## config.mk

```make
export PLATFORM = sky130hd
export DESIGN_NAME = lru_voice_allocator_flat
export DESIGN_NICKNAME = d
export VERILOG_FILES = /design/src/hw/rtl/lva_pkg.sv /design/src/hw/rtl/lva_req_if.sv /design/src/hw/rtl/lva_rsp_if.sv /design/src/hw/rtl/lva_datapath.sv /design/src/hw/rtl/lva_ctrl.sv /design/src/hw/rtl/lru_voice_allocator.sv /design/src/flat_wrapper.sv
export SDC_FILE = /design/constraint.sdc
export NUM_CORES = 1
export LEC_CHECK = 0
export ABC_AREA = 0
export BUFFER_PORTS_ARGS = -buffer_cell sky130_fd_sc_hd__buf_2
export CORE_ASPECT_RATIO = 2
export CORE_MARGIN = 10
export CORE_UTILIZATION = 30
export CTS_CLUSTER_SIZE = 8
export DETAILED_ROUTE_END_ITERATION = 8
export MAX_ROUTING_LAYER = met4
export PLACE_DENSITY = 0.49
export SYNTH_ARGS = -nofsm -noshare
export SYNTH_HDL_FRONTEND = slang
export SYNTH_SLANG_ARGS = --single-unit
export TNS_END_PERCENT = 50
```

## constraint.sdc

```tcl
create_clock -name clock -period 10.19 [get_ports clock]
set_input_delay 0.5095 -clock clock [delete_from_list [all_inputs] [get_ports clock]]
set_output_delay 0.5095 -clock clock [all_outputs]
set_load 0.02 [all_outputs]
```

## src/hw/rtl/lva_pkg.sv

```systemverilog
// Shared constants, types and command/status structs of the LRU voice allocator.
package lva_pkg;

   localparam int NUM_VOICES   = 16;
   localparam int NUM_CHANNELS = 16;

   localparam int VOICE_W     = (NUM_VOICES > 1) ? $clog2(NUM_VOICES) : 1;
   localparam int NOTE_W      = 7;
   localparam int CHAN_W      = 4;
   localparam int VEL_W       = 7;
   localparam int MASK_W      = 16;
   localparam int AGE_W       = 5;
   localparam int OUT_VOICE_W = 4;
   localparam int STATUS_W    = 3;

   localparam logic [AGE_W-1:0] AGE_MAX = '1;
   localparam logic [AGE_W-1:0] AGE_ONE = AGE_W'(1);

   localparam logic MODE_NOTE_ON  = 1'b0;
   localparam logic MODE_NOTE_OFF = 1'b1;

   typedef logic [VOICE_W-1:0] voice_idx_type;
   typedef logic [AGE_W-1:0]   age_type;
   typedef logic [NOTE_W-1:0]  note_type;
   typedef logic [CHAN_W-1:0]  chan_type;
   typedef logic [VEL_W-1:0]   vel_type;
   typedef logic [MASK_W-1:0]  mask_type;

   typedef enum logic [STATUS_W-1:0] {
      ST_REUSED      = 3'd0,
      ST_FREE        = 3'd1,
      ST_STOLEN      = 3'd2,
      ST_OFF_FOUND   = 3'd3,
      ST_OFF_MISSING = 3'd4
   } status_type;

   // Commands from the controller to the datapath.
   typedef struct packed {
      logic capture;      // latch the accepted event and clear the search results
      logic free_step;    // release one finished voice at the sweep index
      logic search_step;  // examine one voice at the sweep index
      logic update;       // apply ages and claim the chosen voice
      logic load_rsp;     // load the result register
   } ctrl_cmd_type;

   // Status from the datapath back to the controller.
   typedef struct packed {
      logic chan_ok;      // event channel is within range
      logic note_off;     // event is a note off
      logic last;         // sweep index is at the last voice
   } dp_status_type;

endpackage

```

## src/hw/rtl/lva_req_if.sv

```systemverilog
// Event channel of the voice allocator: valid/ready handshake with the event fields.
interface lva_req_if import lva_pkg::*; ();
   logic     valid;
   logic     ready;
   logic     mode;
   note_type note;
   chan_type channel;
   vel_type  velocity;
   mask_type idle_mask;

   modport source (output valid, output mode, output note, output channel,
                   output velocity, output idle_mask, input ready);
   modport sink   (input valid, input mode, input note, input channel,
                   input velocity, input idle_mask, output ready);
endinterface

```

## src/hw/rtl/lva_rsp_if.sv

```systemverilog
// Result channel of the voice allocator: valid/ready handshake with the result fields.
interface lva_rsp_if import lva_pkg::*; ();
   logic                   valid;
   logic                   ready;
   logic [OUT_VOICE_W-1:0] voice;
   logic [STATUS_W-1:0]    status;
   note_type               trigger_note;
   vel_type                trigger_velocity;

   modport source (output valid, output voice, output status, output trigger_note,
                   output trigger_velocity, input ready);
   modport sink   (input valid, input voice, input status, input trigger_note,
                   input trigger_velocity, output ready);
endinterface

```

## src/hw/rtl/lva_datapath.sv

```systemverilog
// Voice table, sweep index, search registers and result register of the allocator.
module lva_datapath import lva_pkg::*; (
   input  logic                   clock,
   input  logic                   reset,
   input  ctrl_cmd_type           cmd,
   input  logic                   req_mode,
   input  note_type               req_note,
   input  chan_type               req_channel,
   input  vel_type                req_velocity,
   input  mask_type               req_idle_mask,
   output dp_status_type          status,
   output logic [OUT_VOICE_W-1:0] rsp_voice,
   output logic [STATUS_W-1:0]    rsp_status,
   output note_type               rsp_trigger_note,
   output vel_type                rsp_trigger_velocity
);

   // Latched event.
   logic     mode_ff;
   note_type note_ff;
   chan_type chan_ff;
   vel_type  vel_ff;
   mask_type idle_ff;

   // Sweep index.
   voice_idx_type idx_ff, idx_in;

   // Voice table, one lane per voice.
   logic     valid_ff   [NUM_VOICES];
   logic     valid_in   [NUM_VOICES];
   note_type vnote_ff   [NUM_VOICES];
   note_type vnote_in   [NUM_VOICES];
   chan_type vchan_ff   [NUM_VOICES];
   chan_type vchan_in   [NUM_VOICES];
   age_type  age_ff     [NUM_VOICES];
   age_type  age_in     [NUM_VOICES];

   // Search results.
   logic          same_found_ff, first_found_ff, free_found_ff;
   voice_idx_type same_idx_ff, first_idx_ff, free_idx_ff, oldest_idx_ff;
   age_type       same_age_ff, oldest_age_ff;

   // Result register.
   logic [OUT_VOICE_W-1:0] voice_ff;
   status_type             status_ff;
   note_type               tnote_ff;
   vel_type                tvel_ff;

   logic          cur_valid, cur_hold, idle_bit, last;
   age_type       cur_age;
   logic [31:0]   idx_wide;
   voice_idx_type chosen;
   voice_idx_type off_idx;
   status_type    rsp_code;

   assign idx_wide  = 32'(idx_ff);
   assign cur_valid = valid_ff[idx_ff];
   assign cur_age   = age_ff[idx_ff];
   assign cur_hold  = cur_valid && (vnote_ff[idx_ff] == note_ff) && (vchan_ff[idx_ff] == chan_ff);
   // The finished-voice mask only reaches the first sixteen voices.
   assign idle_bit  = (idx_wide < 32'd16) && idle_ff[idx_wide[3:0]];
   assign last      = (idx_wide == 32'(NUM_VOICES - 1));

   assign status.chan_ok  = (32'(chan_ff) < 32'(NUM_CHANNELS));
   assign status.note_off = (mode_ff == MODE_NOTE_OFF);
   assign status.last     = last;

   always_comb begin
      if (same_found_ff) begin
         chosen = same_idx_ff;
      end else if (free_found_ff) begin
         chosen = free_idx_ff;
      end else begin
         chosen = oldest_idx_ff;
      end
   end

   always_comb begin
      idx_in = idx_ff;
      if (cmd.capture) begin
         idx_in = '0;
      end else if (cmd.free_step || cmd.search_step) begin
         idx_in = last ? '0 : idx_ff + 1'b1;
      end
   end

   always_comb begin
      valid_in = valid_ff;
      vnote_in = vnote_ff;
      vchan_in = vchan_ff;
      age_in   = age_ff;
      if (cmd.free_step && idle_bit) begin
         valid_in[idx_ff] = 1'b0;
         if (cur_age != '0) begin
            for (int k = 0; k < NUM_VOICES; k++) begin
               if (age_ff[k] > cur_age) begin
                  age_in[k] = age_ff[k] - 1'b1;
               end
            end
            age_in[idx_ff] = '0;
         end
      end
      if (cmd.update) begin
         for (int k = 0; k < NUM_VOICES; k++) begin
            if (VOICE_W'(k) == chosen) begin
               age_in[k]   = AGE_ONE;
               valid_in[k] = 1'b1;
               vnote_in[k] = note_ff;
               vchan_in[k] = chan_ff;
            end else if (valid_ff[k] && (!same_found_ff || (same_age_ff > age_ff[k]))
                         && (age_ff[k] != AGE_MAX)) begin
               age_in[k] = age_ff[k] + 1'b1;
            end
         end
      end
   end

   always_ff @(posedge clock) begin
      if (reset) begin
         idx_ff <= '0;
         for (int k = 0; k < NUM_VOICES; k++) begin
            valid_ff[k] <= 1'b0;
            vnote_ff[k] <= '0;
            vchan_ff[k] <= '0;
            age_ff[k]   <= '0;
         end
      end else begin
         idx_ff   <= idx_in;
         valid_ff <= valid_in;
         vnote_ff <= vnote_in;
         vchan_ff <= vchan_in;
         age_ff   <= age_in;
      end
   end

   always_ff @(posedge clock) begin
      if (cmd.capture) begin
         mode_ff <= req_mode;
         note_ff <= req_note;
         chan_ff <= req_channel;
         vel_ff  <= req_velocity;
         idle_ff <= req_idle_mask;
      end
   end

   always_ff @(posedge clock) begin
      if (reset) begin
         same_found_ff  <= 1'b0;
         first_found_ff <= 1'b0;
         free_found_ff  <= 1'b0;
      end else if (cmd.capture) begin
         same_found_ff  <= 1'b0;
         first_found_ff <= 1'b0;
         free_found_ff  <= 1'b0;
      end else if (cmd.search_step) begin
         if (cur_hold) begin
            same_found_ff <= 1'b1;
            if (!first_found_ff) begin
               first_found_ff <= 1'b1;
            end
         end
         if (!cur_valid) begin
            free_found_ff <= 1'b1;
         end
      end
   end

   always_ff @(posedge clock) begin
      if (cmd.capture) begin
         same_idx_ff   <= '0;
         same_age_ff   <= '0;
         first_idx_ff  <= '0;
         free_idx_ff   <= '0;
         oldest_idx_ff <= '0;
         oldest_age_ff <= '0;
      end else if (cmd.search_step) begin
         if (cur_hold) begin
            same_idx_ff <= idx_ff;
            same_age_ff <= cur_age;
            if (!first_found_ff) begin
               first_idx_ff <= idx_ff;
            end
         end
         if (!cur_valid) begin
            free_idx_ff <= idx_ff;
         end
         // Strict compare keeps the first voice among equal oldest ages.
         if (oldest_age_ff < cur_age) begin
            oldest_age_ff <= cur_age;
            oldest_idx_ff <= idx_ff;
         end
      end
   end

   assign off_idx = first_found_ff ? first_idx_ff : '0;

   always_comb begin
      if (mode_ff == MODE_NOTE_OFF) begin
         rsp_code = first_found_ff ? ST_OFF_FOUND : ST_OFF_MISSING;
      end else if (same_found_ff) begin
         rsp_code = ST_REUSED;
      end else if (free_found_ff) begin
         rsp_code = ST_FREE;
      end else begin
         rsp_code = ST_STOLEN;
      end
   end

   always_ff @(posedge clock) begin
      if (cmd.load_rsp) begin
         voice_ff  <= OUT_VOICE_W'((mode_ff == MODE_NOTE_OFF) ? off_idx : chosen);
         status_ff <= rsp_code;
         tnote_ff  <= note_ff;
         tvel_ff   <= (mode_ff == MODE_NOTE_OFF) ? '0 : vel_ff;
      end
   end

   assign rsp_voice            = voice_ff;
   assign rsp_status           = status_ff;
   assign rsp_trigger_note     = tnote_ff;
   assign rsp_trigger_velocity = tvel_ff;

endmodule

```

## src/hw/rtl/lva_ctrl.sv

```systemverilog
// Sequencer of the allocator: event capture, free sweep, search sweep, update and result.
module lva_ctrl import lva_pkg::*; (
   input  logic          clock,
   input  logic          reset,
   input  logic          req_valid,
   output logic          req_ready,
   output logic          rsp_valid,
   input  logic          rsp_ready,
   input  dp_status_type status,
   output ctrl_cmd_type  cmd
);

   typedef enum logic [2:0] {
      S_IDLE,
      S_DECODE,
      S_FREE,
      S_SEARCH,
      S_UPDATE,
      S_RESULT
   } state_type;

   state_type state_ff;
   logic      rsp_valid_ff;

   always_comb begin
      cmd             = '0;
      cmd.capture     = (state_ff == S_IDLE) && req_valid;
      cmd.free_step   = (state_ff == S_FREE);
      cmd.search_step = (state_ff == S_SEARCH);
      cmd.update      = (state_ff == S_UPDATE);
      cmd.load_rsp    = (state_ff == S_RESULT) && (!rsp_valid_ff || rsp_ready);
   end

   assign req_ready = (state_ff == S_IDLE);
   assign rsp_valid = rsp_valid_ff;

   always_ff @(posedge clock) begin
      if (reset) begin
         state_ff     <= S_IDLE;
         rsp_valid_ff <= 1'b0;
      end else begin
         if (cmd.load_rsp) begin
            rsp_valid_ff <= 1'b1;
         end else if (rsp_ready) begin
            rsp_valid_ff <= 1'b0;
         end
         unique case (state_ff)
            S_IDLE: begin
               if (req_valid) begin
                  state_ff <= S_DECODE;
               end
            end
            S_DECODE: begin
               priority if (!status.chan_ok) begin
                  state_ff <= S_IDLE;
               end else if (status.note_off) begin
                  state_ff <= S_SEARCH;
               end else begin
                  state_ff <= S_FREE;
               end
            end
            S_FREE: begin
               if (status.last) begin
                  state_ff <= S_SEARCH;
               end
            end
            S_SEARCH: begin
               if (status.last) begin
                  state_ff <= status.note_off ? S_RESULT : S_UPDATE;
               end
            end
            S_UPDATE: begin
               state_ff <= S_RESULT;
            end
            S_RESULT: begin
               if (cmd.load_rsp) begin
                  state_ff <= S_IDLE;
               end
            end
            default: begin
               state_ff <= S_IDLE;
            end
         endcase
      end
   end

endmodule

```

## src/hw/rtl/lru_voice_allocator.sv

```systemverilog
// Top level of the LRU voice allocator: sequencer, datapath and port wiring.
//
//   Channel   Direction  Beat contents
//   req_bus   in         mode, note, channel, velocity, idle_mask
//   rsp_bus   out        voice, status, trigger_note, trigger_velocity
//
// A note-on event passes from acceptance to a loaded result through a decode
// state, a sweep that releases finished voices one index at a time, a search
// sweep over the voice table, an update state and a state that loads the
// result register. A note-off skips the release sweep and the update. The
// next beat is taken only in the idle state, after the previous event has
// loaded its result. Both sweeps share one read index into the voice table.
// An event whose channel is out of range is dropped after the decode state
// with no beat on rsp_bus.
// Reset is synchronous and clears the voice table to all voices unused with
// age zero. The result sits in an output register, so the next event is
// accepted while the previous result beat still waits for rsp_bus.ready; a
// stall on rsp_bus only holds the block in its result state.
module lru_voice_allocator import lva_pkg::*; (
   input logic       clock,
   input logic       reset,
   lva_req_if.sink   req_bus,
   lva_rsp_if.source rsp_bus
);

   ctrl_cmd_type           cmd;
   dp_status_type          dp_status;
   logic                   ctrl_req_ready;
   logic                   ctrl_rsp_valid;
   logic [OUT_VOICE_W-1:0] dp_voice;
   logic [STATUS_W-1:0]    dp_status_code;
   note_type               dp_trigger_note;
   vel_type                dp_trigger_velocity;

   // The sequencer owns the handshakes; it steps the datapath through each event.
   lva_ctrl u_ctrl (
      .clock     (clock),
      .reset     (reset),
      .req_valid (req_bus.valid),
      .req_ready (ctrl_req_ready),
      .rsp_valid (ctrl_rsp_valid),
      .rsp_ready (rsp_bus.ready),
      .status    (dp_status),
      .cmd       (cmd)
   );

   // The datapath holds the voice table and the result payload register.
   lva_datapath u_datapath (
      .clock                (clock),
      .reset                (reset),
      .cmd                  (cmd),
      .req_mode             (req_bus.mode),
      .req_note             (req_bus.note),
      .req_channel          (req_bus.channel),
      .req_velocity         (req_bus.velocity),
      .req_idle_mask        (req_bus.idle_mask),
      .status               (dp_status),
      .rsp_voice            (dp_voice),
      .rsp_status           (dp_status_code),
      .rsp_trigger_note     (dp_trigger_note),
      .rsp_trigger_velocity (dp_trigger_velocity)
   );

   assign req_bus.ready            = ctrl_req_ready;
   assign rsp_bus.valid            = ctrl_rsp_valid;
   assign rsp_bus.voice            = dp_voice;
   assign rsp_bus.status           = dp_status_code;
   assign rsp_bus.trigger_note     = dp_trigger_note;
   assign rsp_bus.trigger_velocity = dp_trigger_velocity;

   // Once an event beat is taken, no further beat is taken until it is finished.
   a_one_event_at_a_time: assert property (@(posedge clock) disable iff (reset)
      (req_bus.valid && req_bus.ready) |=> !req_bus.ready)
      else $error("event accepted while the previous one was still in work");

   // A new result beat only appears after the sequencer loaded the result register.
   a_result_from_load: assert property (@(posedge clock) disable iff (reset)
      $rose(rsp_bus.valid) |-> $past(cmd.load_rsp))
      else $error("result valid raised without a result load");

   // The result register is only loaded while an event is in work.
   a_load_while_busy: assert property (@(posedge clock) disable iff (reset)
      cmd.load_rsp |-> !req_bus.ready)
      else $error("result loaded while the block was idle");

   // A note-off result never carries a velocity.
   a_off_no_velocity: assert property (@(posedge clock) disable iff (reset)
      (rsp_bus.valid && (rsp_bus.status == ST_OFF_FOUND || rsp_bus.status == ST_OFF_MISSING))
      |-> (rsp_bus.trigger_velocity == '0))
      else $error("note-off result with nonzero velocity");

endmodule
```

## src/flat_wrapper.sv

```systemverilog
// flat-port wrapper written by rule: the top's interface ports become plain ports
module lru_voice_allocator_flat import lva_pkg::*;
  (clock, reset, req_bus_valid, req_bus_mode, req_bus_note, req_bus_channel, req_bus_velocity, req_bus_idle_mask, req_bus_ready, rsp_bus_valid, rsp_bus_voice, rsp_bus_status, rsp_bus_trigger_note, rsp_bus_trigger_velocity, rsp_bus_ready);
  lva_req_if req_bus_i ();
  lva_rsp_if rsp_bus_i ();
  input logic clock;
  input logic reset;
  input wire logic [$bits(req_bus_i.valid)-1:0] req_bus_valid;
  input wire logic [$bits(req_bus_i.mode)-1:0] req_bus_mode;
  input wire logic [$bits(req_bus_i.note)-1:0] req_bus_note;
  input wire logic [$bits(req_bus_i.channel)-1:0] req_bus_channel;
  input wire logic [$bits(req_bus_i.velocity)-1:0] req_bus_velocity;
  input wire logic [$bits(req_bus_i.idle_mask)-1:0] req_bus_idle_mask;
  output wire logic [$bits(req_bus_i.ready)-1:0] req_bus_ready;
  output wire logic [$bits(rsp_bus_i.valid)-1:0] rsp_bus_valid;
  output wire logic [$bits(rsp_bus_i.voice)-1:0] rsp_bus_voice;
  output wire logic [$bits(rsp_bus_i.status)-1:0] rsp_bus_status;
  output wire logic [$bits(rsp_bus_i.trigger_note)-1:0] rsp_bus_trigger_note;
  output wire logic [$bits(rsp_bus_i.trigger_velocity)-1:0] rsp_bus_trigger_velocity;
  input wire logic [$bits(rsp_bus_i.ready)-1:0] rsp_bus_ready;
  assign req_bus_i.valid = req_bus_valid;
  assign req_bus_i.mode = req_bus_mode;
  assign req_bus_i.note = req_bus_note;
  assign req_bus_i.channel = req_bus_channel;
  assign req_bus_i.velocity = req_bus_velocity;
  assign req_bus_i.idle_mask = req_bus_idle_mask;
  assign req_bus_ready = req_bus_i.ready;
  assign rsp_bus_valid = rsp_bus_i.valid;
  assign rsp_bus_voice = rsp_bus_i.voice;
  assign rsp_bus_status = rsp_bus_i.status;
  assign rsp_bus_trigger_note = rsp_bus_i.trigger_note;
  assign rsp_bus_trigger_velocity = rsp_bus_i.trigger_velocity;
  assign rsp_bus_i.ready = rsp_bus_ready;
  lru_voice_allocator u_core (.clock(clock), .reset(reset), .req_bus(req_bus_i), .rsp_bus(rsp_bus_i));
endmodule
```

-- Word-level counts from Yosys, hierarchy flattened
Cells that the tools add are included.
- register bits: 364
- input port bits: 39
- add/sub/neg operators: 33
- order comparisons: 37
- equality and inequality tests: 43
- mux-type cells: 137
- bitwise operators: 7
- reductions and logical operators: 85
- operators with widths (operator ; number):
    $mux W5 ; 83
    $mux W80 ; 3
    $gt A5 B5 Y1 ; 32
    $add A5 B1 Y5 const B ; 16
    $and A80 B80 Y80 ; 1
    $ne A5 B5 Y1 const B ; 16
    $not A80 Y80 ; 1
    $sub A5 B1 Y5 const B ; 16
    $logic_and A1 B1 Y1 ; 39
    $reduce_and A2 Y1 ; 19
    $eq A4 B4 Y1 const A ; 8
    $mux W16 ; 2
    $bmux W7 S4 ; 1
    $mux W4 ; 7
    $mux W1 ; 24
    $bmux W5 S4 ; 1
    $demux W5 S4 ; 1
    $logic_or A1 B1 Y1 ; 18
    $mux W3 ; 6
    $pmux W3 S6 ; 1
    $and A16 B16 Y16 ; 1
    $bmux W4 S4 ; 1
    $eq A3 B4 Y1 const A ; 4
    $not A16 Y16 ; 1
    other kinds (29) ; 40

-- Longest topological paths before layout
Gate-level depths: netlist of run 1.
- word-level depth: 14
- mapped depth: 17
- mapped depth without buffers: 13

-- By module
Synthesis of run 1 repeated with hierarchy kept, for this count alone.
- cells, all modules: 2572
- area total of the unflattened synthesis: 22859.4 um^2
- by module, submodules not included (module ; instances ; cells each ; area an instance (um^2) ; seq. area each (um^2)):
    lva_datapath ; 1 ; 2539 ; 22606.7 ; 7767.4
    lva_ctrl ; 1 ; 33 ; 252.7 ; 80.1

-- Worst setup path after synthesis of run 1
OpenSTA, ideal clock, no wires.
- path type: register to register
- start point: reg u_core.u_datapath.idx_ff[0]
- end point: reg u_core.u_datapath.age_ff[63] (netlist name)
- library setup time: 0.086 ns
- data arrival time: 3.758 ns
- data required time: 10.104 ns
- setup slack: 6.347 ns
- stages on the path, launching flop included: 16
- buffers on the path: 3
- period minus slack after synthesis: 3.843 ns
- cells stage by stage: dfxtp_1 -> buf_2 -> buf_2 -> buf_6 -> mux4_2 -> a22oi_1 -> nand2_1 -> inv_1 -> ha_1 -> nor2b_1 -> o21a_1 -> o31ai_1 -> nor4_1 -> o2111ai_1 -> nand2_1 -> a211oi_1
- longest elaborated chain between the ends: 14
- ends and longest elaborated chain (element ; line ; RTL):
    from (decl) ; lva_datapath.sv:26 ; voice_idx_type idx_ff, idx_in;
    from (signal assigned) ; lva_datapath.sv:128 ; idx_ff <= idx_in;
    $not A4 Y5 (implied by the code) ; lva_datapath.sv:58, lva_datapath.sv:100 ;
    $bmux W5 S4 ; lva_datapath.sv:58 ; assign cur_age = age_ff[idx_ff];
    $mux W5 (implied by the code) (2 in series) ; lva_datapath.sv:58 ;
    $gt A5 B5 Y1 ; lva_datapath.sv:96 ; if (age_ff[k] > cur_age) begin
    $mux W5 ; lva_datapath.sv:96 ;
    $mux W5 ; lva_datapath.sv:94 ; if (cur_age != '0) begin
    $mux W5 ; lva_datapath.sv:92 ; if (cmd.free_step && idle_bit) begin
    $and A80 B80 Y80 (no source line) ; -- ;
    $mux W80 ; lva_datapath.sv:94 ;
    $mux W80 * ; lva_datapath.sv:92 ;
    $mux W5 ; lva_datapath.sv:110 ; end else if (valid_ff[k] && (!same_found_ff || (same_age_ff > age_ff[k]))
    $mux W5 ; lva_datapath.sv:105 ; if (VOICE_W'(k) == chosen) begin
    $mux W80 * ; lva_datapath.sv:103 ; if (cmd.update) begin
    to (signal assigned) ; lva_datapath.sv:132 ; age_ff <= age_in;
    to (decl) ; lva_datapath.sv:35 ; age_type age_ff [NUM_VOICES];
Mark *: on every way between the ends. The rest lies on a longest branch, timed or not. The select of a mux whose other input is x is not followed.
A chain may end at the register's enable or synchronous reset.

-- Worst setup path in the final report of run 1
- start point: reg u_core.u_datapath.idx_ff[0]
- end point: reg u_core.u_datapath.age_ff[64] (netlist name)
The elaborated chain is that of the path after synthesis.

==> impl_table.tex, run 1 <==
\begin{tabular}{lr}
\hline
Metric & Value \\
\hline
\multicolumn{2}{l}{\textbf{Route}} \\
\quad Number of vias per cell & 5.63 \\
\quad Detailed router's first-iteration violation count & 1260 \\
\quad Length of the first detailed-routing pass in iterations & 7 \\
\quad Routed Antenna Nets & 0 \\
\quad Total via count after detailed routing & 19300 \\
\quad Count of unresolved DRC violations after routing & 0 \\
\quad Wirelength per Cell & 23.6 um \\
\quad Overall routed net length & 80.6 mm \\
\multicolumn{2}{l}{\textbf{Logic synthesis}} \\
\quad Fraction of post-synthesis cell area in the top cell type by area & 0.275 \\
\quad Post-Synthesis Cells & 2464 \\
\quad Yosys top cell by area & sky130\_fd\_sc\_hd\_\_dfxtp\_1 \\
\quad Combinational family with the most area after synthesis & simple AND/OR/NAND/NOR gates \\
\quad Fraction of the yosys area taken by sequential cells & 0.350 \\
\quad Proportion of register bits with asynchronous set or reset after synthesis & 0 \\
\quad Most numerous cell in the Yosys netlist & sky130\_fd\_sc\_hd\_\_dfxtp\_1 \\
\quad Cell types occupying the most area after synthesis & sky130\_fd\_sc\_hd\_\_dfxtp\_1 (27\%), sky130\_fd\_sc\_hd\_\_ha\_1 (12\%), sky130\_fd\_sc\_hd\_\_mux2i\_1 (7.9\%), sky130\_fd\_sc\_hd\_\_mux4\_2 (7.6\%), sky130\_fd\_sc\_hd\_\_edfxtp\_1 (7.5\%) \\
\quad Net count after synthesis & 2719 \\
\quad Netlist area before placement & 22400 um2 \\
\quad Cell types with the highest counts after synthesis & sky130\_fd\_sc\_hd\_\_dfxtp\_1 (308), sky130\_fd\_sc\_hd\_\_nand2\_1 (238), sky130\_fd\_sc\_hd\_\_nor2\_1 (236), sky130\_fd\_sc\_hd\_\_ha\_1 (216), sky130\_fd\_sc\_hd\_\_mux2i\_1 (177) \\
\quad Number of storage elements in the synthesis netlist & 364 \\
\quad Share of the synthesized area in compound gates (AO/OA/AOI/OAI) & 0.151 \\
\quad Per-instance average area after synthesis & 9.10 um2 \\
\quad Area fraction in and, or, nand and nor cells after synthesis & 0.162 \\
\quad Portion of netlist area occupied by mux cells & 0.157 \\
\quad Count of different cell masters after synthesis & 78 \\
\quad Post-Synth XOR/XNOR Area & 0.00937 \\
\quad Synth warn & 0 \\
\quad Count of flip-flops with a built-in enable after synthesis & 56 \\
\quad Adder-Cell Fraction of Synth Area & 0.120 \\
\quad Most instantiated flip-flop cell in the synthesis netlist & sky130\_fd\_sc\_hd\_\_dfxtp\_1 \\
\multicolumn{2}{l}{\textbf{Setup path}} \\
\quad Endpoint of the lowest-slack register-to-register path & u\_core.u\_datapath.age\_ff[64] \\
\quad Largest stage delay on the critical path & 0.73 ns \\
\quad Reg2Reg Launch Point & u\_core.u\_datapath.idx\_ff[0] \\
\quad Buf+Inv Stages, Crit Path & 2 \\
\quad Slack of the worst reg-to-reg path & 4.91 ns \\
\quad Cell family with most CP delay & compound AO/OA/AOI/OAI gates \\
\quad Critical path start-end classification & reg -> reg \\
\quad Library cell contributing the largest single delay on the critical path & sky130\_fd\_sc\_hd\_\_buf\_4 \\
\quad Data arrival time of the critical path & 5.81 ns \\
\quad Top fanout value on the critical path & 37 \\
\quad Critical Path Source Type & register \\
\quad Element type at the critical path end & register \\
\quad Worst Reg-to-Reg Cells & 13 \\
\quad Library cell appearing most often on the critical path & sky130\_fd\_sc\_hd\_\_a31oi\_1 \\
\quad Worst path required time & 10.72 ns \\
\quad Worst-path cell chain & buf\_4 -> mux4\_2 -> a22o\_1 -> or2\_2 -> inv\_1 -> ha\_1 -> and3\_1 -> o21a\_1 -> o31ai\_1 -> nor2\_1 -> a31oi\_1 -> o21ai\_0 -> a31oi\_1 \\
\multicolumn{2}{l}{\textbf{Clock tree}} \\
\quad CTS H-tree lvls & 2 \\
\quad Clock tree from TritonCTS & built \\
\quad Clock buffers created by TritonCTS & 51 \\
\quad Post-CTS sizing & 0 \\
\quad Clock Sink Count & 364 \\
\quad Setup bufs post-CTS & 0 \\
\quad Number of buffers on the longest clock path & 3 \\
\quad Hold-fix buffers, CTS & 0 \\
\quad Clock transition at the registers of the reported paths & 0.06 ns \\
\quad Later-pin clock latency in the skew report & 0.61 ns \\
\quad Root buffer cell & sky130\_fd\_sc\_hd\_\_clkbuf\_16 \\
\multicolumn{2}{l}{\textbf{Min path}} \\
\quad Min-Delay Endpoint & u\_core.u\_datapath.vel\_ff[2] \\
\quad Hold path cells & 1 \\
\quad HP Start & req\_bus\_velocity[2] \\
\quad Tightest Hold Check Type & in -> reg \\
\multicolumn{2}{l}{\textbf{Global routing}} \\
\quad Remaining global-route overflow & 0 \\
\quad Antenna violations before repair & 2 \\
\quad Met2 track demand over resource in global routing & 0.365 \\
\quad Via count of the first global-routing pass & 19700 \\
\quad Overall fraction of global-route tracks in use & 0.188 \\
\quad Met1 track demand over resource in global routing & 0.168 \\
\quad GR met3 Demand/Resource & 0.0183 \\
\quad Busiest metal layer after global routing & met2 \\
\quad First-pass GRT wire length & 120 mm \\
\quad Maximum number of pins on one net before global-route repair & 162 \\
\multicolumn{2}{l}{\textbf{Floorplanning}} \\
\quad Core region area & 74100 um2 \\
\quad Die Span Y & 407 um \\
\quad Area of the die & 86800 um2 \\
\quad Number of ports placed on the die boundary & 62 \\
\quad Die Wd & 213 um \\
\quad Initial Utilization & 0.303 \\
\quad \# rows & 141 \\
\multicolumn{2}{l}{\textbf{STA}} \\
\quad Achievable clock frequency & 189 MHz \\
\quad Max Slew Vio Count & 0 \\
\quad Hold\_ws & 0.0820 ns \\
\quad Period Utilization, post-route & 0.518 \\
\quad Transition time at the pin with the least slew margin & 1.20 ns \\
\quad Setup total negative slack & 0 ns \\
\quad Count of endpoints failing hold in the final timing report & 0 \\
\quad Max transition margin & 0.189 \\
\quad Fin Clk Skew & 0.0185 ns \\
\quad RSZ-0062 raised after global routing & no \\
\quad Total setup violations reported at the end of the flow & 0 \\
\quad Post-route minimum period & 5.28 ns \\
\multicolumn{2}{l}{\textbf{Placed design}} \\
\quad Final HPWL DP & 58.5 mm \\
\quad Port Buf Inserts & 61 \\
\quad Weighted congestion at the end of routability-driven global placement & 0.911 \\
\multicolumn{2}{l}{\textbf{Power}} \\
\quad Worst vdd rail ir drop & 0.000154 V \\
\quad Power per Cell Area & 134 nW/um2 \\
\quad Static Leakage & 0.00923 uW \\
\multicolumn{2}{l}{\textbf{Job}} \\
\quad Max-Cap Viols & 0 \\
\multicolumn{2}{l}{\textbf{Cells and area}} \\
\quad Layout cells sized above 1 & 0.108 \\
\quad Final net count & 2728 \\
\quad Area growth from synthesis to layout & 11.7\% \\
\quad Antenna fix cells & 0 \\
\multicolumn{2}{l}{\textbf{Outcome}} \\
\quad Result of the run & finished clean \\
\hline
\end{tabular}
[sequential cells by signal, indices dropped and copies added (netlist names), 5 cells and up]
signal	count
u_core.u_datapath.note_ff	7
u_core.u_datapath.vnote_ff	112
u_core.u_datapath.age_ff	80
u_core.u_datapath.same_age_ff	5
u_core.u_datapath.oldest_age_ff	5
u_core.u_datapath.vchan_ff	64
u_core.u_datapath.idle_ff	16
u_core.u_datapath.valid_ff	16
u_core.u_datapath.rsp_trigger_note	7
u_core.u_datapath.rsp_trigger_velocity	7
u_core.u_datapath.vel_ff	7
[worst max-delay path by stage]
stage	startpoint	end	slack, ns	cells after the start
4_1_cts	u_core.u_datapath.idx_ff[0]	u_core.u_datapath.age_ff[68]	4.86	13
6_report	u_core.u_datapath.idx_ff[0]	u_core.u_datapath.age_ff[64]	4.91	13
3_3_place_gp	u_core.u_datapath.idx_ff[0]	u_core.u_datapath.age_ff[6]	4.87	14
3_5_place_dp	u_core.u_datapath.idx_ff[0]	u_core.u_datapath.age_ff[68]	4.87	13
2_1_floorplan	u_core.u_datapath.idx_ff[0]	u_core.u_datapath.age_ff[63]	6.35	15
5_1_grt	u_core.u_datapath.idx_ff[0]	u_core.u_datapath.age_ff[67]	4.57	14
[power breakdown]
part | leakage (uW) | internal, uW | switching [uW] | total, uW
clock network | 0.000682 | 909 | 679 | 1590
logic | 0.00554 | 78.1 | 153 | 232
registers | 0.00300 | 1490 | 46.5 | 1530
[cell families (layout without fill, tap and decap cells)]
logic type,after synthesis,count (layout)
fa+ha+maj,216,216
compound gates,550,550
mux,256,256
simple gates,778,778
buf+inv,276,304
flops,364,364
xor+xnor,24,24
[cell type report]
cell class | count | area (um2)
clock buffer | 68 | 1340
clock inverter | 4 | 81.3
fill | 7603 | 49000
inverter | 127 | 477
multi-input combinational | 1824 | 13500
sequential | 364 | 7860
tap | 929 | 1160
timing repair buffer | 105 | 654
[cell usage in the layout, fill, tap and decap left out, types with 8 or more instances in the layout]
cell                          n
sky130_fd_sc_hd__a21oi_1    163
sky130_fd_sc_hd__a211oi_1    15
sky130_fd_sc_hd__a21o_1      12
sky130_fd_sc_hd__nor3_1      37
sky130_fd_sc_hd__clkbuf_1    17
sky130_fd_sc_hd__nor2_1     224
sky130_fd_sc_hd__inv_1      125
sky130_fd_sc_hd__o21a_1      33
sky130_fd_sc_hd__clkbuf_16   51
sky130_fd_sc_hd__mux4_2      76
sky130_fd_sc_hd__and2_1      16
sky130_fd_sc_hd__or2_2        8
sky130_fd_sc_hd__o211ai_1    11
sky130_fd_sc_hd__o22ai_1     12
sky130_fd_sc_hd__buf_4       43
sky130_fd_sc_hd__nor2b_1     46
sky130_fd_sc_hd__dfxtp_1    305
sky130_fd_sc_hd__edfxtp_1    56
sky130_fd_sc_hd__nor2_2      11
sky130_fd_sc_hd__nand2_1    238
sky130_fd_sc_hd__xor2_1      15
sky130_fd_sc_hd__nand3_1     58
sky130_fd_sc_hd__nand4_1     25
sky130_fd_sc_hd__a311oi_1    15
sky130_fd_sc_hd__a31oi_1     34
sky130_fd_sc_hd__o21ai_1     28
sky130_fd_sc_hd__nand2b_1    11
sky130_fd_sc_hd__nor3b_1     12
sky130_fd_sc_hd__mux2i_1    177
sky130_fd_sc_hd__ha_1       216
sky130_fd_sc_hd__and3_1      36
sky130_fd_sc_hd__xnor2_1      9
sky130_fd_sc_hd__or4_1        8
sky130_fd_sc_hd__nor4_1      23
sky130_fd_sc_hd__o21ai_0    139
sky130_fd_sc_hd__buf_2       60
[per-layer routing]
metal  vias to the layer above  share of wire
met4                         0          0.069
met1                      9436           0.34
met2                       585           0.56
met5                         -              0
met3                       256          0.035
li1                       8975              -
[metrics by stage]
step | power (uW) | setup WS [ns] | area (um2) | utilization | std cells
after floorplan | 1710 | 6.35 | 22400 | - | 2464
after global placement | 1790 | 4.87 | 23600 | 0.319 | 3349
after detailed placement | 1800 | 4.87 | 23600 | 0.319 | 3349
after CTS | 3400 | 4.86 | 25100 | 0.338 | 3421
after global routing | 3470 | 4.57 | 25100 | 0.338 | 3421
final | 3350 | 4.91 | 25100 | 0.338 | 3421
Note: power is estimated with default switching activity, not from simulation.
==> inputs of run 2 (changes only) <==
ABC_AREA = 1   (was 0)
PLACE_DENSITY = 0.51   (was 0.49)
clock period = 4.4 ns   (was 10.19 ns; I/O delays follow)
==> impl_table.tex, run 2 <==
\begin{tabular}{lr}
\hline
Metric & Value \\
\hline
\multicolumn{2}{l}{\textbf{STA}} \\
\quad Setup total negative slack & 0 ns (unchanged) \\
\quad Transition time at the pin with the least slew margin & 1.32 ns (was 1.20 ns) \\
\quad Hold\_ws & 0.126 ns (was 0.0820 ns) \\
\quad Post-route minimum period & 4.17 ns (was 5.28 ns) \\
\quad RSZ-0062 raised after global routing & no (unchanged) \\
\quad Period Utilization, post-route & 0.949 (was 0.518) \\
\quad Total setup violations reported at the end of the flow & 0 (unchanged) \\
\quad Max Slew Vio Count & 0 (unchanged) \\
\quad Fin Clk Skew & 0.0294 ns (was 0.0185 ns) \\
\quad Count of endpoints failing hold in the final timing report & 0 (unchanged) \\
\quad Max transition margin & 0.122 (was 0.189) \\
\quad Achievable clock frequency & 240 MHz (was 189 MHz) \\
\multicolumn{2}{l}{\textbf{Setup path}} \\
\quad Critical Path Source Type & register (unchanged) \\
\quad Element type at the critical path end & register (unchanged) \\
\quad Buf+Inv Stages, Crit Path & 5 (was 2) \\
\quad Data arrival time of the critical path & 4.65 ns (was 5.81 ns) \\
\quad Crit. Startpoint & u\_core.u\_datapath.idx\_ff[0] (unchanged) \\
\quad Reg2Reg Launch Point & u\_core.u\_datapath.idx\_ff[0] (unchanged) \\
\quad Critical path start-end classification & reg -> reg (unchanged) \\
\quad Cell family with most CP delay & buffers and inverters (was compound AO/OA/AOI/OAI gates) \\
\quad Top fanout value on the critical path & 69 (was 37) \\
\quad Worst-path cell chain & inv\_4 -> buf\_4 -> a21oi\_1 -> o21ai\_0 -> nand2\_1 -> nand2\_1 -> nand2\_1 -> inv\_1 -> nand2\_2 -> buf\_4 -> ha\_1 -> o21bai\_1 -> a21oi\_1 -> o21ai\_0 -> nand2\_1 -> inv\_1 -> nand2\_1 -> nor2\_1 -> nand2\_1 -> nand2\_1 -> nand2\_1 -> nand2\_1 -> a21oi\_1 (was buf\_4 -> mux4\_2 -> a22o\_1 -> or2\_2 -> inv\_1 -> ha\_1 -> and3\_1 -> o21a\_1 -> o31ai\_1 -> nor2\_1 -> a31oi\_1 -> o21ai\_0 -> a31oi\_1) \\
\quad Worst Reg-to-Reg Cells & 23 (was 13) \\
\quad Slack of the worst reg-to-reg path & 0.23 ns (was 4.91 ns) \\
\quad Library cell appearing most often on the critical path & sky130\_fd\_sc\_hd\_\_nand2\_1 (was sky130\_fd\_sc\_hd\_\_a31oi\_1) \\
\quad Library cell contributing the largest single delay on the critical path & sky130\_fd\_sc\_hd\_\_buf\_4 (unchanged) \\
\quad Worst path required time & 4.88 ns (was 10.72 ns) \\
\quad Endpoint of the lowest-slack register-to-register path & u\_core.u\_datapath.age\_ff[79] (was u\_core.u\_datapath.age\_ff[64]) \\
\quad Largest stage delay on the critical path & 0.68 ns (was 0.73 ns) \\
\multicolumn{2}{l}{\textbf{Logic synthesis}} \\
\quad Cell types with the highest counts after synthesis & sky130\_fd\_sc\_hd\_\_nand2\_1 (808), sky130\_fd\_sc\_hd\_\_o21ai\_0 (390), sky130\_fd\_sc\_hd\_\_inv\_1 (374), sky130\_fd\_sc\_hd\_\_a21oi\_1 (343), sky130\_fd\_sc\_hd\_\_dfxtp\_1 (308) (was sky130\_fd\_sc\_hd\_\_dfxtp\_1 (308), sky130\_fd\_sc\_hd\_\_nand2\_1 (238), sky130\_fd\_sc\_hd\_\_nor2\_1 (236), sky130\_fd\_sc\_hd\_\_ha\_1 (216), sky130\_fd\_sc\_hd\_\_mux2i\_1 (177)) \\
\quad Most numerous cell in the Yosys netlist & sky130\_fd\_sc\_hd\_\_nand2\_1 (was sky130\_fd\_sc\_hd\_\_dfxtp\_1) \\
\quad Post-Synthesis Cells & 3356 (was 2464) \\
\quad Fraction of post-synthesis cell area in the top cell type by area & 0.266 (was 0.275) \\
\quad Number of storage elements in the synthesis netlist & 364 (unchanged) \\
\quad Count of flip-flops with a built-in enable after synthesis & 56 (unchanged) \\
\quad Cell types occupying the most area after synthesis & sky130\_fd\_sc\_hd\_\_dfxtp\_1 (27\%), sky130\_fd\_sc\_hd\_\_nand2\_1 (13\%), sky130\_fd\_sc\_hd\_\_ha\_1 (12\%), sky130\_fd\_sc\_hd\_\_o21ai\_0 (8.4\%), sky130\_fd\_sc\_hd\_\_a21oi\_1 (7.4\%) (was sky130\_fd\_sc\_hd\_\_dfxtp\_1 (27\%), sky130\_fd\_sc\_hd\_\_ha\_1 (12\%), sky130\_fd\_sc\_hd\_\_mux2i\_1 (7.9\%), sky130\_fd\_sc\_hd\_\_mux4\_2 (7.6\%), sky130\_fd\_sc\_hd\_\_edfxtp\_1 (7.5\%)) \\
\quad Per-instance average area after synthesis & 6.90 um2 (was 9.10 um2) \\
\quad Fraction of the yosys area taken by sequential cells & 0.339 (was 0.350) \\
\quad Count of different cell masters after synthesis & 38 (was 78) \\
\quad Most instantiated flip-flop cell in the synthesis netlist & sky130\_fd\_sc\_hd\_\_dfxtp\_1 (unchanged) \\
\quad Net count after synthesis & 3611 (was 2719) \\
\quad Yosys top cell by area & sky130\_fd\_sc\_hd\_\_dfxtp\_1 (unchanged) \\
\quad Synth warn & 0 (unchanged) \\
\quad Netlist area before placement & 23200 um2 (was 22400 um2) \\
\quad Proportion of register bits with asynchronous set or reset after synthesis & 0 (unchanged) \\
\multicolumn{2}{l}{\textbf{Placed design}} \\
\quad Port Buf Inserts & 61 (unchanged) \\
\quad Weighted congestion at the end of routability-driven global placement & 0.915 (was 0.911) \\
\quad Final HPWL DP & 62.2 mm (was 58.5 mm) \\
\quad Post-placement cell area & 24500 um2 (was 23600 um2) \\
\multicolumn{2}{l}{\textbf{Power}} \\
\quad Power per Cell Area & 572 nW/um2 (was 134 nW/um2) \\
\quad Switching Power & 6930 uW (was 879 uW) \\
\quad Clock share of power & 0.243 (was 0.473) \\
\quad Sequential cell fraction of total power & 0.271 (was 0.458) \\
\quad Static Leakage & 0.0117 uW (was 0.00923 uW) \\
\quad Worst vdd rail ir drop & 0.000425 V (was 0.000154 V) \\
\quad Switching part of the total power & 0.460 (was 0.262) \\
\quad Share of power burned in combinational logic & 0.486 (was 0.069) \\
\quad Total internal power & 8120 uW (was 2480 uW) \\
\multicolumn{2}{l}{\textbf{Cells and area}} \\
\quad Area growth from synthesis to layout & 13.6\% (was 11.7\%) \\
\quad Largest registers in the final layout & u\_core.u\_datapath.vnote\_ff x112, u\_core.u\_datapath.age\_ff x80, u\_core.u\_datapath.vchan\_ff x64 (unchanged) \\
\quad Most common cell after layout, fill and taps aside & sky130\_fd\_sc\_hd\_\_nand2\_1 (was sky130\_fd\_sc\_hd\_\_dfxtp\_1) \\
\quad Final core area utilization & 0.343 (was 0.338) \\
\quad Most flops, register & u\_core.u\_datapath.vnote\_ff (unchanged) \\
\quad Number of flip-flops under the largest register name & 112 (unchanged) \\
\quad Leading cell types in the layout, fill and taps excluded & sky130\_fd\_sc\_hd\_\_nand2\_1 (808), sky130\_fd\_sc\_hd\_\_o21ai\_0 (390), sky130\_fd\_sc\_hd\_\_inv\_1 (374) (was sky130\_fd\_sc\_hd\_\_dfxtp\_1 (305), sky130\_fd\_sc\_hd\_\_nand2\_1 (238), sky130\_fd\_sc\_hd\_\_nor2\_1 (224)) \\
\quad Antenna fix cells & 0 (unchanged) \\
\quad Final non-filler cell area & 26300 um2 (was 25100 um2) \\
\quad Final net count & 3666 (was 2728) \\
\quad Layout cells sized above 1 & 0.0636 (was 0.108) \\
\multicolumn{2}{l}{\textbf{Route}} \\
\quad Number of vias per cell & 5.10 (was 5.63) \\
\quad Count of unresolved DRC violations after routing & 0 (unchanged) \\
\quad Total via count after detailed routing & 22700 (was 19300) \\
\quad Routed Antenna Nets & 0 (unchanged) \\
\quad Length of the first detailed-routing pass in iterations & 6 (was 7) \\
\quad Overall routed net length & 87.5 mm (was 80.6 mm) \\
\quad Wirelength per Cell & 19.7 um (was 23.6 um) \\
\quad Detailed router's first-iteration violation count & 1200 (was 1260) \\
\multicolumn{2}{l}{\textbf{Global routing}} \\
\quad Overall fraction of global-route tracks in use & 0.197 (was 0.188) \\
\quad Antenna violations before repair & 0 (was 2) \\
\quad Via count of the first global-routing pass & 22600 (was 19700) \\
\quad Remaining global-route overflow & 0 (unchanged) \\
\quad Maximum number of pins on one net before global-route repair & 102 (was 162) \\
\quad First-pass GRT wire length & 133 mm (was 120 mm) \\
\multicolumn{2}{l}{\textbf{Clock tree}} \\
\quad Root buffer cell & sky130\_fd\_sc\_hd\_\_clkbuf\_16 (unchanged) \\
\quad Number of buffers on the longest clock path & 3 (unchanged) \\
\quad Setup bufs post-CTS & 0 (unchanged) \\
\quad Clock buffers created by TritonCTS & 51 (unchanged) \\
\quad Clock Sink Count & 364 (unchanged) \\
\quad Clock transition at the registers of the reported paths & 0.06 ns (about the same) \\
\quad CTS H-tree lvls & 2 (unchanged) \\
\quad Later-pin clock latency in the skew report & 0.61 ns (about the same) \\
\quad Clock tree from TritonCTS & built (unchanged) \\
\multicolumn{2}{l}{\textbf{Floorplanning}} \\
\quad Die Span Y & 413 um (was 407 um) \\
\quad Initial Utilization & 0.302 (was 0.303) \\
\quad Die Wd & 216 um (was 213 um) \\
\quad \# rows & 144 (was 141) \\
\quad Core region area & 76800 um2 (was 74100 um2) \\
\quad Number of ports placed on the die boundary & 62 (unchanged) \\
\quad Area of the die & 89400 um2 (was 86800 um2) \\
\multicolumn{2}{l}{\textbf{Job}} \\
\quad Max-Cap Viols & 0 (unchanged) \\
\multicolumn{2}{l}{\textbf{Min path}} \\
\quad Hold path cells & 5 (was 1) \\
\quad HP Start & req\_bus\_valid (was req\_bus\_velocity[2]) \\
\quad Tightest Hold Check Type & in -> reg (unchanged) \\
\quad Min-Delay Endpoint & u\_core.u\_ctrl.state\_ff[1] (was u\_core.u\_datapath.vel\_ff[2]) \\
\multicolumn{2}{l}{\textbf{Outcome}} \\
\quad Result of the run & finished clean (unchanged) \\
\hline
\end{tabular}
-- run 2: changes by cell type after synthesis, sizes merged, moves of 23 or more --
cell	previous run	this run
a31oi	34	11
nand3	58	181
a21oi	163	344
mux2i	177	0
o211ai	11	35
and3	36	0
nor2b	46	0
inv	126	379
o21a	33	1
buf	42	75
o21ai	167	422
xor2	15	41
mux4	76	0
nand2	238	812
-- run 2: how the worst max path moves through the flow --
stage	to	slack, ns	depth (start not counted)
after floorplan	u_core.u_datapath.same_age_ff[4]	0.75	9
after global placement	u_core.u_datapath.age_ff[79]	0.31	23
after detailed placement	u_core.u_datapath.age_ff[79]	0.30	23
after CTS	u_core.u_datapath.age_ff[79]	0.24	23
after global routing	u_core.u_datapath.age_ff[79]	0.02	23
final	u_core.u_datapath.age_ff[79]	0.23	23
-- run 2: final cells by class --
type / count / area (um2)
tap: 1022 / 1280
inverter: 388 / 1460
timing repair buffer: 168 / 1240
sequential: 364 / 7860
multi-input combinational: 2438 / 13100
fill: 8460 / 50400
clock inverter: 4 / 81.3
clock buffer: 63 / 1320
-- run 2: per-layer routing --
layer,GRT usage,vias to the layer above,wire [um],part of all wire
met1,0.177,10600,30100,0.34
met3,0.0201,309,2850,0.033
li1,-,11200,-,-
met5,-,-,0,0
met4,0.157,0,7780,0.089
met2,0.371,526,46700,0.53
-- run 2: power by group through the flow --
stage,clock network [uW],logic [uW],registers (uW)
after global routing,3860,8270,4110
after CTS,3750,7310,4080
after global placement,0,7210,4150
after floorplan,0,5280,3950
after detailed placement,0,7260,4140
final,3650,7310,4080
-- run 2: kinds of logic (layout without fill, tap and decap cells) --
family	after synthesis	after routing	synth area share
simple gates	1307	1307	0.231
fa+ha+maj	216	216	0.117
compound gates	874	874	0.200
buf+inv	554	623	0.0982
flops	364	364	0.339
xor+xnor	41	41	0.0155
-- run 2: timing repair --
action,CTS,global route
hold buffers,36,0
gates resized for setup,0,1
hold endpoints to repair,36,0
setup endpoints to repair,0,1
-- run 2: worst register-to-register path: stages, from the launching register on --
cell,delay [ns]
sky130_fd_sc_hd__dfxtp_4,0.48
sky130_fd_sc_hd__inv_4,0.24
sky130_fd_sc_hd__buf_4,0.68
sky130_fd_sc_hd__a21oi_1,0.25
sky130_fd_sc_hd__o21ai_0,0.22
sky130_fd_sc_hd__nand2_1,0.09
sky130_fd_sc_hd__nand2_1,0.07
sky130_fd_sc_hd__nand2_1,0.05
sky130_fd_sc_hd__inv_1,0.06
sky130_fd_sc_hd__nand2_2,0.21
sky130_fd_sc_hd__buf_4,0.28
sky130_fd_sc_hd__ha_1,0.20
sky130_fd_sc_hd__o21bai_1,0.14
sky130_fd_sc_hd__a21oi_1,0.07
sky130_fd_sc_hd__o21ai_0,0.16
sky130_fd_sc_hd__nand2_1,0.15
sky130_fd_sc_hd__inv_1,0.13
sky130_fd_sc_hd__nand2_1,0.09
sky130_fd_sc_hd__nor2_1,0.14
sky130_fd_sc_hd__nand2_1,0.06
sky130_fd_sc_hd__nand2_1,0.06
sky130_fd_sc_hd__nand2_1,0.06
sky130_fd_sc_hd__nand2_1,0.08
sky130_fd_sc_hd__a21oi_1,0.06
-- run 2: stage by stage --
| step | total power (uW) | setup slack (ns) | cells |
|---|---|---|---|
| finish | 15000 | 0.225 | 4447 |
| global route | 16200 | 0.0185 | 4447 |
| CTS | 15100 | 0.242 | 4447 |
| detailed placement | 11400 | 0.302 | 4344 |
| global placement | 11400 | 0.305 | 4344 |
| floorplan | 9240 | 0.754 | 3356 |
